--- src/design/cba_pkg.sv ---
`default_nettype none

package cba_pkg;

  localparam int BLOCK_COUNT = 128;
  localparam int IDX_W = $clog2(BLOCK_COUNT);
  localparam int PTR_W = IDX_W + 1;

  typedef enum logic [1:0] {
    OP_ALLOC  = 2'd0,
    OP_FREE   = 2'd1,
    OP_RESIZE = 2'd2
  } op_t;

  typedef struct packed {
    logic load;
    logic scan_start;
    logic scan_en;
    logic wr_start_hit;
    logic wr_start_lo;
    logic wr_bit;
    logic wr_en;
    logic finish;
    logic finish_ok;
  } cmd_t;

  typedef struct packed {
    op_t  op;
    logic shrink;
    logic zero_len;
    logic empty;
    logic clear_bad;
    logic grow_bad;
    logic hit;
    logic blocked;
    logic scan_end;
    logic wr_last;
  } status_t;

endpackage

`default_nettype wire

--- src/design/cba_datapath.sv ---
`default_nettype none

module cba_datapath (
  input  wire logic                       clk,
  input  wire logic                       rst,
  input  wire cba_pkg::cmd_t              cmd,
  output cba_pkg::status_t                status,
  input  wire logic [1:0]                 op,
  input  wire logic [cba_pkg::IDX_W-1:0]  run_start,
  input  wire logic [cba_pkg::IDX_W-1:0]  run_length,
  input  wire logic [cba_pkg::IDX_W-1:0]  target_length,
  output logic      [cba_pkg::IDX_W-1:0]  granted_start,
  output logic                            success
);

  // used bitmap: one-port memory plus per-entry valid bits
  logic                        mem [cba_pkg::BLOCK_COUNT];
  logic [cba_pkg::BLOCK_COUNT-1:0] vld;

  cba_pkg::op_t                op_q;
  logic                        shrink;
  logic [cba_pkg::IDX_W-1:0]   len;
  logic [cba_pkg::PTR_W-1:0]   lo;
  logic [cba_pkg::PTR_W-1:0]   hi;
  logic [cba_pkg::PTR_W-1:0]   cur;
  logic [cba_pkg::PTR_W-1:0]   eval_idx;
  logic [cba_pkg::IDX_W-1:0]   run;
  logic                        rd_vld;
  logic                        mem_q;
  logic                        vld_q;
  logic                        wbit;

  logic [cba_pkg::PTR_W-1:0]   lo_next;
  logic [cba_pkg::PTR_W-1:0]   hi_next;
  logic [cba_pkg::PTR_W-1:0]   start_w;
  logic [cba_pkg::PTR_W-1:0]   len_w;
  logic [cba_pkg::PTR_W-1:0]   tgt_w;
  logic [cba_pkg::PTR_W-1:0]   hi_m1;
  logic [cba_pkg::PTR_W-1:0]   hit_start;
  logic [cba_pkg::IDX_W-1:0]   run_inc;
  logic                        used_bit;

  assign start_w = cba_pkg::PTR_W'(run_start);
  assign len_w   = cba_pkg::PTR_W'(run_length);
  assign tgt_w   = cba_pkg::PTR_W'(target_length);

  always_comb begin
    lo_next = '0;
    hi_next = '0;
    unique case (op)
      cba_pkg::OP_ALLOC: begin
        lo_next = cba_pkg::PTR_W'(1);
        hi_next = cba_pkg::PTR_W'(cba_pkg::BLOCK_COUNT);
      end
      cba_pkg::OP_FREE: begin
        lo_next = start_w;
        hi_next = start_w + len_w;
      end
      cba_pkg::OP_RESIZE: begin
        if (target_length <= run_length) begin
          lo_next = start_w + tgt_w;
          hi_next = start_w + len_w;
        end else begin
          lo_next = start_w + len_w;
          hi_next = start_w + tgt_w;
        end
      end
      default: begin
        lo_next = '0;
        hi_next = '0;
      end
    endcase
  end

  // entry not yet written reads as its reset value
  assign used_bit  = vld_q ? mem_q : (eval_idx == '0);
  assign run_inc   = run + cba_pkg::IDX_W'(1);
  assign hi_m1     = hi - cba_pkg::PTR_W'(1);
  assign hit_start = eval_idx + cba_pkg::PTR_W'(1) - cba_pkg::PTR_W'(len);

  always_comb begin
    status.op        = op_q;
    status.shrink    = shrink;
    status.zero_len  = (len == '0);
    status.empty     = (hi <= lo);
    status.clear_bad = (lo == '0) || (hi > cba_pkg::PTR_W'(cba_pkg::BLOCK_COUNT));
    status.grow_bad  = (hi > cba_pkg::PTR_W'(cba_pkg::BLOCK_COUNT));
    status.hit       = rd_vld && !used_bit && (run_inc == len);
    status.blocked   = rd_vld && used_bit;
    status.scan_end  = rd_vld && (eval_idx == hi_m1);
    status.wr_last   = (cur == hi_m1);
  end

  always_ff @(posedge clk) begin
    if (rst) begin
      vld    <= '0;
      rd_vld <= 1'b0;
    end else begin
      if (cmd.scan_start) begin
        rd_vld <= 1'b0;
      end else if (cmd.scan_en) begin
        rd_vld <= 1'b1;
      end
      if (cmd.wr_en) begin
        vld[cur[cba_pkg::IDX_W-1:0]] <= 1'b1;
      end
    end
  end

  always_ff @(posedge clk) begin
    if (cmd.wr_en) begin
      mem[cur[cba_pkg::IDX_W-1:0]] <= wbit;
    end
    mem_q <= mem[cur[cba_pkg::IDX_W-1:0]];
  end

  always_ff @(posedge clk) begin
    vld_q <= vld[cur[cba_pkg::IDX_W-1:0]];
    if (cmd.load) begin
      op_q          <= cba_pkg::op_t'(op);
      shrink        <= (target_length <= run_length);
      len           <= run_length;
      lo            <= lo_next;
      hi            <= hi_next;
      granted_start <= '0;
    end
    if (cmd.wr_start_hit) begin
      cur <= hit_start;
    end else if (cmd.wr_start_lo || cmd.scan_start) begin
      cur <= lo;
    end else if (cmd.scan_en || cmd.wr_en) begin
      cur <= cur + cba_pkg::PTR_W'(1);
    end
    if (cmd.scan_start) begin
      run <= '0;
    end
    if (cmd.scan_en) begin
      eval_idx <= cur;
      if (rd_vld) begin
        run <= used_bit ? '0 : run_inc;
      end
    end
    if (cmd.wr_start_hit) begin
      hi            <= hit_start + cba_pkg::PTR_W'(len);
      granted_start <= hit_start[cba_pkg::IDX_W-1:0];
      wbit          <= 1'b1;
    end
    if (cmd.wr_start_lo) begin
      wbit <= cmd.wr_bit;
    end
    if (cmd.finish) begin
      success <= cmd.finish_ok;
    end
  end

endmodule

`default_nettype wire

--- src/design/cba_ctrl.sv ---
`default_nettype none

module cba_ctrl (
  input  wire logic              clk,
  input  wire logic              rst,
  input  wire logic              start,
  output logic                   busy,
  output logic                   done,
  output cba_pkg::cmd_t          cmd,
  input  wire cba_pkg::status_t  status
);

  typedef enum logic [4:0] {
    S_IDLE  = 5'b00001,
    S_CHECK = 5'b00010,
    S_SCAN  = 5'b00100,
    S_WRITE = 5'b01000,
    S_DONE  = 5'b10000
  } state_t;

  state_t state;
  state_t state_next;

  always_ff @(posedge clk) begin
    if (rst) begin
      state <= S_IDLE;
    end else begin
      state <= state_next;
    end
  end

  assign busy = (state != S_IDLE);
  assign done = (state == S_DONE);

  always_comb begin
    cmd        = '0;
    state_next = state;
    unique case (state)
      S_IDLE: begin
        if (start) begin
          cmd.load   = 1'b1;
          state_next = S_CHECK;
        end
      end
      S_CHECK: begin
        unique case (status.op)
          cba_pkg::OP_ALLOC: begin
            if (status.zero_len) begin
              cmd.finish    = 1'b1;
              cmd.finish_ok = 1'b1;
              state_next    = S_DONE;
            end else begin
              cmd.scan_start = 1'b1;
              state_next     = S_SCAN;
            end
          end
          cba_pkg::OP_FREE, cba_pkg::OP_RESIZE: begin
            if (status.op == cba_pkg::OP_RESIZE && !status.shrink) begin
              if (status.grow_bad) begin
                cmd.finish = 1'b1;
                state_next = S_DONE;
              end else begin
                cmd.scan_start = 1'b1;
                state_next     = S_SCAN;
              end
            end else begin
              priority if (status.empty) begin
                cmd.finish    = 1'b1;
                cmd.finish_ok = 1'b1;
                state_next    = S_DONE;
              end else if (status.clear_bad) begin
                cmd.finish = 1'b1;
                state_next = S_DONE;
              end else begin
                cmd.wr_start_lo = 1'b1;
                cmd.wr_bit      = 1'b0;
                state_next      = S_WRITE;
              end
            end
          end
          default: begin
            cmd.finish = 1'b1;
            state_next = S_DONE;
          end
        endcase
      end
      S_SCAN: begin
        cmd.scan_en = 1'b1;
        if (status.op == cba_pkg::OP_ALLOC) begin
          priority if (status.hit) begin
            cmd.wr_start_hit = 1'b1;
            state_next       = S_WRITE;
          end else if (status.scan_end) begin
            cmd.finish = 1'b1;
            state_next = S_DONE;
          end else begin
            state_next = S_SCAN;
          end
        end else begin
          priority if (status.blocked) begin
            cmd.finish = 1'b1;
            state_next = S_DONE;
          end else if (status.scan_end) begin
            cmd.wr_start_lo = 1'b1;
            cmd.wr_bit      = 1'b1;
            state_next      = S_WRITE;
          end else begin
            state_next = S_SCAN;
          end
        end
      end
      S_WRITE: begin
        cmd.wr_en = 1'b1;
        if (status.wr_last) begin
          cmd.finish    = 1'b1;
          cmd.finish_ok = 1'b1;
          state_next    = S_DONE;
        end
      end
      S_DONE: begin
        state_next = S_IDLE;
      end
      default: begin
        state_next = S_IDLE;
      end
    endcase
  end

endmodule

`default_nettype wire

--- src/design/contiguous_block_allocator_core.sv ---
`default_nettype none

// First-fit allocator over a 128-block used bitmap (block 0 reserved). A request
// is taken when start is high and busy is low; busy stays high until the result
// beat, which appears on granted_start/success for exactly one cycle with done
// high and cannot be stalled, so the receiver must capture it then. The bitmap
// sits in a one-port memory touched one block per cycle. Allocate walks the map
// from block 1 until it finds a free run of len blocks, then marks that run used;
// a failed allocate walks the whole map. Free and shrink clear the released
// blocks; grow first checks that the added blocks are free, then marks them
// used. Rejected or empty requests finish right after the check. No clearing
// pass is needed at reset.
module contiguous_block_allocator_core (
  input  wire logic                       clk,
  input  wire logic                       rst,
  input  wire logic                       start,
  output logic                            busy,
  input  wire logic [1:0]                 op,
  input  wire logic [cba_pkg::IDX_W-1:0]  run_start,
  input  wire logic [cba_pkg::IDX_W-1:0]  run_length,
  input  wire logic [cba_pkg::IDX_W-1:0]  target_length,
  output logic                            done,
  output logic      [cba_pkg::IDX_W-1:0]  granted_start,
  output logic                            success
);

  cba_pkg::cmd_t    cmd;
  cba_pkg::status_t status;

  cba_ctrl u_ctrl (
    .clk    (clk),
    .rst    (rst),
    .start  (start),
    .busy   (busy),
    .done   (done),
    .cmd    (cmd),
    .status (status)
  );

  cba_datapath u_datapath (
    .clk           (clk),
    .rst           (rst),
    .cmd           (cmd),
    .status        (status),
    .op            (op),
    .run_start     (run_start),
    .run_length    (run_length),
    .target_length (target_length),
    .granted_start (granted_start),
    .success       (success)
  );

  // a request moves the block out of idle
  a_accept_busy : assert property (@(posedge clk) disable iff (rst)
    start && !busy |=> busy && !done)
    else $error("accepted request did not raise busy");

  // result beat is followed by idle
  a_done_idle : assert property (@(posedge clk) disable iff (rst)
    done |=> !busy)
    else $error("block stayed busy after result beat");

  // a nonzero start is only granted on success
  a_grant_ok : assert property (@(posedge clk) disable iff (rst)
    done && (granted_start != '0) |-> success)
    else $error("nonzero start on failed request");

  // result beat only while a request is open
  a_one_result : assert property (@(posedge clk) disable iff (rst)
    done |-> busy)
    else $error("result beat outside a request");

endmodule

`default_nettype wire
--- config.mk ---
export PLATFORM = sky130hd
export DESIGN_NAME = contiguous_block_allocator_core
export DESIGN_NICKNAME = d
export VERILOG_FILES = /design/src/design/cba_pkg.sv /design/src/design/cba_datapath.sv /design/src/design/cba_ctrl.sv /design/src/design/contiguous_block_allocator_core.sv
export SDC_FILE = /design/constraint.sdc
export NUM_CORES = 1
export LEC_CHECK = 0
export BUFFER_PORTS_ARGS = -buffer_cell sky130_fd_sc_hd__buf_4
export CAP_MARGIN = 40
export CORE_AREA = 2 2 255 257
export CTS_CLUSTER_DIAMETER = 40
export CTS_CLUSTER_SIZE = 10
export DETAILED_ROUTE_END_ITERATION = 7
export DIE_AREA = 0 0 257 259
export HOLD_SLACK_MARGIN = 0.05
export PLACE_DENSITY_LB_ADDON = 0.12
export SYNTH_ARGS = -nofsm -noshare
export SYNTH_HDL_FRONTEND = slang
export SYNTH_SLANG_ARGS = --single-unit
--- constraint.sdc ---
create_clock -name clk -period 3.6 [get_ports clk]
set_input_delay 0.72 -clock clk [delete_from_list [all_inputs] [get_ports clk]]
set_output_delay 0.72 -clock clk [all_outputs]
set_load 0.1 [all_outputs]
# --- Yosys cells after proc, flatten, opt, wreduce, memory -nomap -nowiden ---
# Memories as Yosys holds them, arrays and structs flattened. A register that Yosys moved wholly into a read port is not among the register bits.
# Cells that the tools add are included.
totals:
  n_memories: 1
  out_inout_bits: 10
  regBits: 193
  mem_bits_rw: 128
  word_cells: 140
  inputBits: 26
mem_list:
  columns: ["memory", "depth", "word_bits", "rd", "rd_clocked_by_memory_dff", "wr", "line", "rtl"]
  rows:
  - ["u_datapath.mem", 128, 1, 1, 1, 1, "cba_datapath.sv:17", "logic mem [cba_pkg::BLOCK_COUNT];"]
op_classes:
  bitwise_logic: 1
  n_lt_le_gt_ge: 5
  n_reduce_logical: 22
  addsub: 8
  eq_ne: 15
  mux: 73
ops:
  columns: ["op", "count"]
  rows:
  - ["128-bit bitwise OR", 1]
  - ["8-bit two-way mux", 7]
  - ["5-bit two-way mux", 11]
  - ["8-bit one-hot mux with 3 select lines", 2]
  - ["7-bit two-way mux", 6]
  - ["1-bit two-way mux", 26]
  - ["2-bit two-way mux", 10]
  - ["5-bit one-hot mux with 4 select lines", 1]
  - ["7-bit by 7-bit adder with 8-bit output", 2]
  - ["8-bit by 1-bit adder with 8-bit output (second input constant)", 2]
  - ["8-bit == test", 2]
  - ["8-bit logical NOT", 2]
  - ["5-bit one-hot mux with 2 select lines", 1]
  - ["8-bit by 7-bit adder with 8-bit output", 1]
  - ["8-bit greater-than comparator (second input constant)", 1]
  - ["8-bit <= comparator", 1]
  - ["7-bit by 8-bit < comparator with 1-bit output (second input constant)", 1]
  - ["1-bit one-hot mux with 2 select lines", 4]
  - ["8-bit by 1-bit subtractor with 8-bit output (second input constant)", 1]
  - ["8-bit by 7-bit subtractor with 8-bit output", 1]
  - ["7-bit by 1-bit adder with 7-bit output (second input constant)", 1]
  - ["1-bit binary-select mux with 7-bit select", 1]
  - ["1-bit demux with 7-bit select", 1]
  - ["7-bit == test", 1]
  - ["other kinds (23)", 37]

# --- Longest topological paths before layout ---
logic_depth:
  depth_word: 12
  mapped_depth: 14
  depth_no_buf: 14

# --- Modules after synthesis ---
# From an unflattened synthesis, not the netlist that was laid out.
unflattened:
  hier_cells: 1502
  hier_area_um2: 15504.9
modules_own_cells:
  columns: ["module", "cells_each", "seq_area_each_um2", "n_inst", "area_per_inst_um2"]
  rows:
  - ["cba_datapath", 1443, 8137.8, 1, 15046.9]
  - ["cba_ctrl", 59, 100.1, 1, 457.9]

# --- Worst setup path after synthesis ---
# OpenSTA, ideal clock, no wires.
synth_path:
  kind: "flip-flop to output port"
  start: "reg u_ctrl.state[2]"
  end: "out done"
  slack_ns: 0.388
  arrival_ns: 2.492
  stages_incl_launch_ff: 4
  required_time_ns: 2.880
  path_buffers: 0
  cell_sequence: "dfxtp_1 nor2_1 nand2_1 nor3_1"
synth_via:
  elab_chain_len: 1
synth_rtl:
  columns: ["element", "line", "rtl"]
  rows:
  - ["from (decl)", "cba_ctrl.sv:21", "state_t state;"]
  - ["from (signal assigned)", "cba_ctrl.sv:28", "state <= state_next;"]
  - ["5-bit == test", "cba_ctrl.sv:33", "assign done = (state == S_DONE);"]
  - ["to (decl)", "contiguous_block_allocator_core.sv:22", "output logic done,"]
# No other way between the ends.

# --- Worst setup path in the final report ---
layout_path:
  start: "reg u_datapath.hi[0] (netlist name)"
  end: "reg u_datapath.cur[1] (netlist name) (data pin)"
layout_via:
  elab_chain_len: 10
  elab_cells_between_ends: 21
  cone_classes: "1 x add/sub; 2 x order compare; 1 x eq/ne; 14 x mux; 3 x reduce/logical"
layout_rtl:
  columns: ["element", "line", "rtl"]
  rows:
  - ["from (decl)", "cba_datapath.sv:24", "logic [cba_pkg::PTR_W-1:0] hi;"]
  - ["from (signal assigned)", "cba_datapath.sv:124", "hi <= hi_next;"]
  - ["from (signal assigned)", "cba_datapath.sv:144", "hi <= hit_start + cba_pkg::PTR_W'(len);"]
  - ["8-bit by 1-bit subtractor with 8-bit output or 8-bit greater-than comparator (tied branches)", "cba_datapath.sv:78, cba_datapath.sv:86, cba_datapath.sv:87", null]
  - ["8-bit == test or 1-bit logical OR (tied branches)", "cba_datapath.sv:90, cba_datapath.sv:86", null]
  - ["1-bit logical AND or 2-bit two-way mux (tied branches)", "cba_datapath.sv:90, cba_ctrl.sv:71", null]
  - ["2-bit two-way mux (on tied branches)", "cba_ctrl.sv:103, cba_ctrl.sv:67", null]
  - ["2-bit two-way mux (on tied branches)", "cba_ctrl.sv:100, cba_ctrl.sv:58", null]
  - ["2-bit two-way mux (on tied branches)", "cba_ctrl.sv:89, cba_ctrl.sv:46", null]
  - ["2-bit one-hot mux with 2 select lines", "cba_ctrl.sv:38", "unique case (state)"]
  - ["1-bit logical OR *", "cba_datapath.sv:129", "end else if (cmd.wr_start_lo || cmd.scan_start) begin"]
  - ["8-bit two-way mux *", "cba_datapath.sv:129", null]
  - ["8-bit two-way mux *", "cba_datapath.sv:127", "if (cmd.wr_start_hit) begin"]
  - ["to (signal assigned)", "cba_datapath.sv:128", "cur <= hit_start;"]
  - ["to (signal assigned)", "cba_datapath.sv:130", "cur <= lo;"]
  - ["to (signal assigned)", "cba_datapath.sv:132", "cur <= cur + cba_pkg::PTR_W'(1);"]
  - ["to (decl)", "cba_datapath.sv:25", "logic [cba_pkg::PTR_W-1:0] cur;"]
# Every way passes the cells marked *; elsewhere a longest branch is shown, timed or not.
# A chain may end at the register's enable or synchronous reset.

==> qor.csv <==
stage;metric;value;unit
clocking;postCtsSetupRepairBufs;0;
power_and_ir_drop;combPwrFrac;0.068;
status;status;complete, no violations;
floorplanning;die_area;66600;sq um
worst_setup_path;reg2reg_depth;9;
sta;maxSlewViolCount;0;
global_routing;grt_overflow;0;
min_path;min_path_type;input pin to flip-flop;
logic_synthesis;synth_top_area_share;0.341;
sta;slew_headroom;0.408;
sta;worst_slew_pin_slew;0.886;ns
logic_synthesis;seq_area_frac_synth;0.523;
detailed_routing;vias_per_cell;4.66;
logic_synthesis;synth-edff-count;179;
logic_synthesis;ys.flop_type;edfxtp_1;
floorplanning;row_count;93;
sta;fmax;316;MHz
min_path;worstHoldStart;run_length[0];
worst_setup_path;r2r_slack;0.43;ns
worst_setup_path;endpoint_kind;flip-flop;
power_and_ir_drop;switching_power;0.00244;W
logic_synthesis;synthDistinctLibCells;76;
sta;finalSetupViolCount;0;
global_routing;grt_pass1_vias;12000;
logic_synthesis;synth_most_common_cell;nor2_1;
worst_setup_path;cp_cell_sequence;inv_1 -> ha_1 -> nor3b_1 -> xor3_1 -> nor4b_1 -> nand4_1 -> nand3_4 -> mux2_4 -> mux2_4;
sta;tns;0;ns
final_layout;num_antenna_cells;0;
worst_setup_path;critPathSlowestCell;edfxtp_1;
global_routing;grt_antenna_before_repair;0;
detailed_routing;drc;0;
power_and_ir_drop;ir_drop;342;uV
detailed_routing;routed_wl;50000;microns
placed_design;gp_congestion;0.780;
clocking;clockBufferDepth;3;
floorplanning;die_h;259;microns
power_and_ir_drop;pwr-share-clk;0.550;
power_and_ir_drop;p_int;0.00796;W
clocking;cts.sinks;322;
final_layout;final_nets;1687;
detailed_routing;wl_per_cell;20.0;microns
final_layout;nFillCells;6576;
global_routing;grtUsageTotal;0.150;
worst_setup_path;reg2reg_to;u_datapath.cur[1];
power_and_ir_drop;power_density;535;nW/um^2
sta;hold_slack;0.333;ns
min_path;whs_path_depth;1;
min_path;min_to;u_datapath.len[0];
logic_synthesis;netlist_area;15800;sq um
detailed_routing;via_count;11700;
worst_setup_path;critPathMaxFanout;8;
floorplanning;io_pins;36;
worst_setup_path;critPathMaxStageDelay;0.50;ns
clocking;ctsHoldBuffers;0;
detailed_routing;antenna_left;0;
placed_design;placedCellCount;2395;
worst_setup_path;cp_data_arrival_time;3.52;ns
detailed_routing;first_pass_iters;5;
sta;post-route-min-period;3.17;ns
logic_synthesis;synth_common_cells;nor2_1, edfxtp_1, dfxtp_1;
placed_design;place_hpwl;34500;microns
clocking;cts_tree;built;
detailed_routing;first_iter_violations;623;
logic_synthesis;yosysTopAreaCell;edfxtp_1;
worst_setup_path;cp_data_required_time;3.95;ns
logic_synthesis;synth_area_leaders;edfxtp_1, dfxtp_1, nor2_1, ha_1, mux4_2;
worst_setup_path;worstSetupPathType;flip-flop to flip-flop;
worst_setup_path;r2r_start;u_datapath.hi[0];
placed_design;io_buffers;35;
sta;rsz0062_at_grt;no;
logic_synthesis;syn_avg_cell_area;10.4;sq um
final_layout;multi_input_area;6990;sq um
clocking;root_buffer;clkbuf_16;
floorplanning;die_w;257;microns
logic_synthesis;yosysWarnings;0;
clocking;htree_levels;2;
logic_synthesis;async_flop_share;0;
clocking;cts_resized;0;
logic_synthesis;synth_nets;1600;
logic_synthesis;ys_ff_latch;322;
global_routing;grt_pass1_wl;76000;microns
clocking;path_clk_slew;0.05;ns
power_and_ir_drop;sequentialPowerShare;0.381;
floorplanning;initial_core_util;0.247;
power_and_ir_drop;p_leak;6.90;nW
clocking;cts_buffers;59;
worst_setup_path;cp_top_family;simple AND/OR/NAND/NOR gates;
worst_setup_path;cpMostUsedCell;mux2_4;
global_routing;grt_max_degree;62;
sta;hold_viol;0;
logic_synthesis;synth_cells;1514;
worst_setup_path;cp-start-kind;flip-flop;
floorplanning;core;63900;sq um
power_and_ir_drop;swShare;0.234;
clocking;insertion_delay;0.62;ns
final_layout;final_cells;2506;
sta;clock-skew-final;0.0571;ns
final_layout;seq_area;8240;sq um
run;max_cap_violations;0;
sta;post-route-period-util;0.880;
worst_setup_path;crit_buf_inv;1;
final_layout;drive_gt1_frac;0.167;
final_layout;syn_to_final_growth;23.3;%
power_and_ir_drop;power;0.0104;W
-- sequential cells by signal, indices dropped and copies added, names as in the netlist, 5 cells and up --
signal                    cells
u_datapath.hi                 8
u_datapath.vld              128
u_datapath.eval_idx           8
u_datapath.len                7
u_ctrl.state                  5
u_datapath.cur                8
u_datapath.granted_start      7
u_datapath.mem              128
u_datapath.lo                 8
u_datapath.run                7
-- layout by cell type, fill, tap and decap left out, drive strengths merged, types with 7 or more instances in the layout --
master / instances
nor4: 9
and2: 13
o21ai: 48
dfxtp: 143
mux2i: 40
bufinv: 8
nand3: 25
ha: 56
buf: 101
o21bai: 11
mux2: 36
edfxtp: 179
nand2: 49
xor2: 10
a221oi: 22
o211ai: 7
o31ai: 9
a21o: 13
nor2: 433
clkinv: 18
a21oi: 50
nor3: 10
xnor2: 39
a22oi: 23
nor2b: 16
mux4: 30
inv: 63
nand4: 11
clkbuf: 79
-- power by group through the flow --
stage                     clock, W  combinational (W)  sequential [W]
after floorplan                  0           0.000470         0.00404
after global placement           0           0.000705         0.00404
after detailed placement         0           0.000711         0.00404
after CTS                  0.00586           0.000716         0.00396
after global routing       0.00601           0.000786         0.00397
final                      0.00572           0.000709         0.00396
-- layer usage --
layer,global-route usage,vias to the layer above,share of wire
li1,-,5623,-
met1,0.211,5739,0.49
met2,0.237,229,0.45
met3,0.0199,82,0.035
met4,0.0507,0,0.024
met5,0,-,0
-- worst max path at each step --
stage,start,to,slack (ns),depth (start not counted)
final,u_datapath.hi[0],u_datapath.cur[1],0.43,9
after global routing,u_datapath.len[0],u_datapath.hi[6],0.26,13
after CTS,u_datapath.hi[2],u_datapath.cur[1],0.44,9
after detailed placement,run_start[0],u_datapath.hi[6],0.40,10
after global placement,run_start[0],u_datapath.hi[6],0.34,10
after floorplan,u_ctrl.state[2],done,0.39,3
-- cells by family (layout without fill, tap and decap cells) --
| kind of cell | count (synthesis) | after routing | share of synthesized area |
|---|---|---|---|
| muxes | 106 | 106 | 0.0945 |
| xor gates and xnor gates | 52 | 52 | 0.0316 |
| buffers and inverters | 136 | 273 | 0.0344 |
| DFF | 322 | 322 | 0.523 |
| AOI/OAI and AO/OA | 232 | 232 | 0.101 |
| adders and majority gates | 60 | 60 | 0.0496 |
| and+or+nand+nor | 606 | 606 | 0.166 |
-- area by class of cell --
cell class,instances,share of cell area
Clock inverter,32,0.0225
Timing Repair Buffer,101,0.0430
Inverter,61,0.0118
Sequential cell,322,0.424
Tap cell,855,0.0551
Multi-Input combinational cell,1056,0.360
Clock buffer,79,0.0840
-- metrics by stage --
stage	utilization	setup WS, ns	cell area [sq um]
detailed placement	0.272	0.404	17400
floorplan	-	0.388	15800
finish	0.304	0.431	19400
global placement	0.271	0.341	17300
global route	0.304	0.262	19400
CTS	0.304	0.442	19400
Note: power is estimated with default switching activity, not from simulation.
